**src/iqmdb_pkg.sv**
```systemverilog
// ----------------------------------------------------------------------------
// iqmdb_pkg
// Shared types and constants for the IQ magnitude / dB power detector.
// ----------------------------------------------------------------------------
package iqmdb_pkg;

  localparam int FRAC_BITS  = 16;
  localparam int MANT_BITS  = 32;
  localparam int REF_BITS   = 32;
  localparam int REF_NW     = 5;
  localparam int RES_W      = 17;
  localparam int CFG_IDX_W  = 1;
  localparam int CFG_DATA_W = 32;
  localparam int SCALE_W    = 27;

  // round(10*log10(2) * 2^8 * 2^16)
  localparam logic signed [SCALE_W-1:0] DB_SCALE = 27'sd50504453;
  localparam logic signed [RES_W-1:0]   DB_MIN   = -17'sd32768;
  localparam logic signed [RES_W-1:0]   DB_MAX   = 17'sd32767;
  localparam logic [15:0]               MAG_MAX  = 16'hFFFF;

  localparam logic [CFG_IDX_W-1:0] REG_OUTPUT_IN_DB    = 1'd0;
  localparam logic [CFG_IDX_W-1:0] REG_REFERENCE_POWER = 1'd1;

  typedef struct packed {
    logic valid;
    logic last;
    logic db;
    logic zero;
  } ctl_t;

endpackage

```
**src/iqmdb_cell.sv**
```systemverilog
// ----------------------------------------------------------------------------
// iqmdb_cell
// One step of the chain: at most one square-root digit of the sample power
// and at most one log2 fraction bit each for the sample and reference powers.
// ----------------------------------------------------------------------------
module iqmdb_cell
  import iqmdb_pkg::*;
#(
  parameter int SB  = 16,
  parameter int PW  = 32,
  parameter int NW  = 5,
  parameter int IDX = 0
) (
  input  logic                 clk_i,
  input  logic                 rst_ni,
  input  logic                 en_i,
  input  ctl_t                 ctl_i,
  input  logic [PW-1:0]        rem_i,
  input  logic [SB-1:0]        root_i,
  input  logic [MANT_BITS-1:0] mp_i,
  input  logic [MANT_BITS-1:0] mr_i,
  input  logic [FRAC_BITS-1:0] fp_i,
  input  logic [FRAC_BITS-1:0] fr_i,
  input  logic [NW-1:0]        np_i,
  input  logic [REF_NW-1:0]    nr_i,
  output ctl_t                 ctl_o,
  output logic [PW-1:0]        rem_o,
  output logic [SB-1:0]        root_o,
  output logic [MANT_BITS-1:0] mp_o,
  output logic [MANT_BITS-1:0] mr_o,
  output logic [FRAC_BITS-1:0] fp_o,
  output logic [FRAC_BITS-1:0] fr_o,
  output logic [NW-1:0]        np_o,
  output logic [REF_NW-1:0]    nr_o
);

  ctl_t                 ctl_q;
  logic [PW-1:0]        rem_d, rem_q;
  logic [SB-1:0]        root_d, root_q;
  logic [MANT_BITS-1:0] mp_d, mp_q, mr_d, mr_q;
  logic [FRAC_BITS-1:0] fp_d, fp_q, fr_d, fr_q;
  logic [NW-1:0]        np_q;
  logic [REF_NW-1:0]    nr_q;

  generate
    if (IDX < SB) begin : g_sqrt
      localparam int B = SB - 1 - IDX;
      logic [PW:0] trial;
      always_comb begin
        // trial = 2*root*2^B + 2^(2B), root holding only bits above B
        trial  = ((PW+1)'(root_i) << (B + 1)) + ((PW+1)'(1) << (2 * B));
        rem_d  = rem_i;
        root_d = root_i;
        if ({1'b0, rem_i} >= trial) begin
          rem_d     = PW'({1'b0, rem_i} - trial);
          root_d[B] = 1'b1;
        end
      end
    end else begin : g_sqrt_pass
      assign rem_d  = rem_i;
      assign root_d = root_i;
    end

    if (IDX < FRAC_BITS) begin : g_log
      logic [2*MANT_BITS-1:0] sqp, sqr;
      logic [MANT_BITS:0]     m2p, m2r;
      always_comb begin
        sqp  = {{MANT_BITS{1'b0}}, mp_i} * {{MANT_BITS{1'b0}}, mp_i};
        sqr  = {{MANT_BITS{1'b0}}, mr_i} * {{MANT_BITS{1'b0}}, mr_i};
        m2p  = sqp[2*MANT_BITS-1:MANT_BITS-1];
        m2r  = sqr[2*MANT_BITS-1:MANT_BITS-1];
        mp_d = m2p[MANT_BITS] ? m2p[MANT_BITS:1] : m2p[MANT_BITS-1:0];
        mr_d = m2r[MANT_BITS] ? m2r[MANT_BITS:1] : m2r[MANT_BITS-1:0];
        fp_d = {fp_i[FRAC_BITS-2:0], m2p[MANT_BITS]};
        fr_d = {fr_i[FRAC_BITS-2:0], m2r[MANT_BITS]};
      end
    end else begin : g_log_pass
      assign mp_d = mp_i;
      assign mr_d = mr_i;
      assign fp_d = fp_i;
      assign fr_d = fr_i;
    end
  endgenerate

  always_ff @(posedge clk_i or negedge rst_ni) begin
    if (!rst_ni) begin
      ctl_q <= '0;
    end else if (en_i) begin
      ctl_q <= ctl_i;
    end
  end

  always_ff @(posedge clk_i) begin
    if (en_i) begin
      rem_q  <= rem_d;
      root_q <= root_d;
      mp_q   <= mp_d;
      mr_q   <= mr_d;
      fp_q   <= fp_d;
      fr_q   <= fr_d;
      np_q   <= np_i;
      nr_q   <= nr_i;
    end
  end

  assign ctl_o  = ctl_q;
  assign rem_o  = rem_q;
  assign root_o = root_q;
  assign mp_o   = mp_q;
  assign mr_o   = mr_q;
  assign fp_o   = fp_q;
  assign fr_o   = fr_q;
  assign np_o   = np_q;
  assign nr_o   = nr_q;

endmodule

```
**config.mk**
```make
export PLATFORM = sky130hd
export DESIGN_NAME = iqmdb_cell
export DESIGN_NICKNAME = d
export VERILOG_FILES = /design/src/iqmdb_pkg.sv /design/src/iqmdb_cell.sv
export SDC_FILE = /design/constraint.sdc
export NUM_CORES = 2
export LEC_CHECK = 0
export BUFFER_PORTS_ARGS = -buffer_cell sky130_fd_sc_hd__buf_2
export CAP_MARGIN = 20
export CORE_MARGIN = 10
export CORE_UTILIZATION = 51
export CTS_CLUSTER_DIAMETER = 120
export DETAILED_ROUTE_END_ITERATION = 8
export GPL_ROUTABILITY_DRIVEN = 0
export PLACE_DENSITY = 0.77
export SYNTH_ARGS = -nofsm -noshare
export SYNTH_HDL_FRONTEND = slang
export SYNTH_SLANG_ARGS = --single-unit
```
**constraint.sdc**
```tcl
create_clock -name clk_i -period 1.4 [get_ports clk_i]
set_input_delay 0.14 -clock clk_i [delete_from_list [all_inputs] [get_ports clk_i]]
set_output_delay 0.14 -clock clk_i [all_outputs]
set_load 0.02 [all_outputs]
```
==> run metrics <==
max cap viols 0; Synth Flop Type edfxtp_1; Routed Antenna Nets 0; GRT Overall Usage 0.277; post-DP HPWL 158000 µm; Syn-to-layout area delta 28.0%; GR Layer Usage met1 0.328; Via density between 5 and 6; share of the synthesized area in the top cell type 0.492; largest net degree at the start of global routing 68; Tcrit/Tclk final 5.45; number of CTS-inserted buffers 17; first-pass GRT wire length between 300000 and 400000 µm; Initial DRC Count ~3400; Rel. slew slack 0.580; async set or reset register ratio after synthesis 0.0253; crit start category primary input; Area contributors post-synth fa_1 49%, ha_1 12%, inv_1 11%, edfxtp_1 7.2%, and2_1 4.5%; H-tree level count 4; Routed WL per cell approximately 20 µm; Post-synth EDFFs between 150 and 200; critical path arrival 7.86 ns; initial core utilization 0.513; Syn Area/Cell roughly 9.8 µm²; Row Count 130; hold_ws roughly 0.036 ns; latest clock arrival within the worst-skew pair 0.48 ns; sequential fraction of the synthesis area 0.0734; Setup Viol. Count Final 83; Root Buffer Master clkbuf_16; Ys Warns 0; RSZ-0062 raised after global routing true; GR Util met3 0.0714; Mapped Area about 64000 µm²; final hold vios 0; die area about 140000 µm²; Cells after Synth about 6600; Critical Path RT about 1.6 ns; clock slew at reported path FFs approximately 0.07 ns; Max Clock Freq 131 MHz; CTS tree yes; met2 global-route usage 0.473; Post-Syn Nets just under 9000; vias in the first global route slightly below 60000; Final Util 0.657; Synth cell types 75; worst setup path category in -> reg; drt drc 0; worst-path fanout max 6; Synth area leader fa_1; Vias 51875; total grt overflow 0; I/O pin count about 320; antenna violations before repair 5; final worst slack -6.23 ns; Placeable Area 125000 µm²; commonest non-fill, non-tap cell in the layout inv_1; share of post-route cells with drive strength above 1 0.273; Pre-antenna DRT Iters 6; chip width between 300 and 400 µm; most frequent cells in the layout 1912 x inv_1, 1506 x fa_1, 1174 x buf_4, 568 x ha_1, 513 x nand2_1; Nets 10438; most used routing layer met2; Clock Path Buffers 2; Setup Skew 0 ns; Least-Margin Pin Slew around 0.63 ns; violated checks setup timing; Final Routed Wirelength slightly below 200000 µm; Seq cells post-synth ~160; CP Capture Type flop; Hold Crit Class in -> reg; outcome finished with violations; Die H between 300 and 400 µm; Slew Viols, Final 0; Buffers on Ports ~320; Sink Count 158; Period minus WS final approximately 7.6 ns
-- through the flow --
| stage | setup TNS (ns) | worst slack (ns) | instance area (µm²) | cells |
|---|---|---|---|---|
| after CTS | -391.96 | -5.82 | 81100 | 9719 |
| after global placement | -452.29 | -6.62 | 77200 | 9518 |
| final | -411.11 | -6.23 | 82400 | 9750 |
| after detailed placement | -461.94 | -6.74 | 77200 | 9518 |
| after floorplan | -390.92 | -5.80 | 65900 | 6596 |
| after global routing | -426.88 | -6.54 | 82400 | 9747 |
-- logic make-up after synthesis --
group	count (synthesis)	share of synthesized area
buf+inv	2198	0.129
simple gates	1343	0.103
xor+xnor	165	0.0226
mux	75	0.0142
flops	158	0.0734
compound gates	463	0.0472
fa+ha+maj	2194	0.611
-- Yosys cell counts (all sizes together), types with 5 or more instances --
cell	count
and2	458
o21bai	21
o211ai	15
a211oi	14
nor2b	22
a31o	26
nand3	33
buf	17
or2	13
nand2	575
edfxtp	154
nand4	34
nor4	5
o21a	16
a21oi	141
mux2i	13
o31ai	6
inv	1967
o21ai	79
a41oi	7
o22ai	5
xnor2	90
and3	15
clkbuf	213
nand2b	10
ha	611
fa	1583
and4	7
xor2	75
nor3	29
nor2	129
a21boi	6
a21o	72
a31oi	25
mux2	62
-- critical path: stages --
cell and delay [ns]:
buf_8 0.11, buf_12 0.14, clkinvlp_4 0.18, nor2_4 0.17, inv_1 0.16, fa_1 0.57, inv_1 0.08, fa_2 0.49
fa_1 0.57, fa_1 0.57, fa_1 0.44, fa_1 0.52, fa_1 0.43, fa_1 0.56, ha_4 0.23, a21oi_4 0.14
o2111ai_2 0.12, a21o_1 0.18, a21oi_2 0.15, or3b_4 0.41, o211ai_4 0.29, nand2_2 0.13, a21oi_4 0.23, xnor2_4 0.18
buf_6 0.18, buf_16 0.13, mux2_4 0.29
-- path summary, 6_finish.rpt --
| check | startpoint | endpoint | slack, ns | depth (start not counted) |
|---|---|---|---|---|
| min | rem_i[8] | rem_o[8]$_DFFE_PP_ | 0.04 | 2 |
| min in group asynchronous | rst_ni | ctl_o[1]$_DFFE_PN0P_ | 0.56 | 3 |
| min reg2reg | ctl_o[0]$_DFFE_PN0P_ | ctl_o[0]$_DFFE_PN0P_ | 0.51 | 1 |
| max | mr_i[24] | mr_o[18]$_DFFE_PP_ | -6.23 | 27 |
| max reg2reg | ctl_o[1]$_DFFE_PN0P_ | ctl_o[1]$_DFFE_PN0P_ | 0.62 | 1 |
| max in group asynchronous | rst_ni | ctl_o[2]$_DFFE_PN0P_ | 0.65 | 3 |
-- what timing repair did --
item / CTS / global route
gates cloned: 14 / 5
buffers inserted: 73 / 28
pin swaps: 163 / 181
hold buffers: 83 / 0
endpoints found under the setup margin: 83 / 83
hold endpoints to repair: 85 / 0
gates resized for setup: 415 / 249
-- sequential cells by signal (all words and copies together) (netlist names) --
register  count
mp_o         32
mr_o         32
rem_o        32
fp_o         16
fr_o         16
root_o       16
np_o          5
nr_o          5
ctl_o         4
-- metal layers --
metal,vias to the layer above,share of wire
met5,-,0.00035
met4,6,0.060
met3,777,0.098
met2,2538,0.48
met1,26208,0.36
li1,22346,-
-- cell type report --
cell class | count | area [µm²]
multi-input combinational | 4240 | 53700
fill | 8794 | 43000
timing repair buffer | 1698 | 13900
inverter | 1968 | 7420
sequential | 158 | 4720
tap | 1650 | 2060
clock buffer | 17 | 425
clock inverter | 15 | 181
antenna | 4 | 10.0
Power is not shown: default switching activity piles up to over one toggle a cycle in this logic, so the estimate is an artifact.
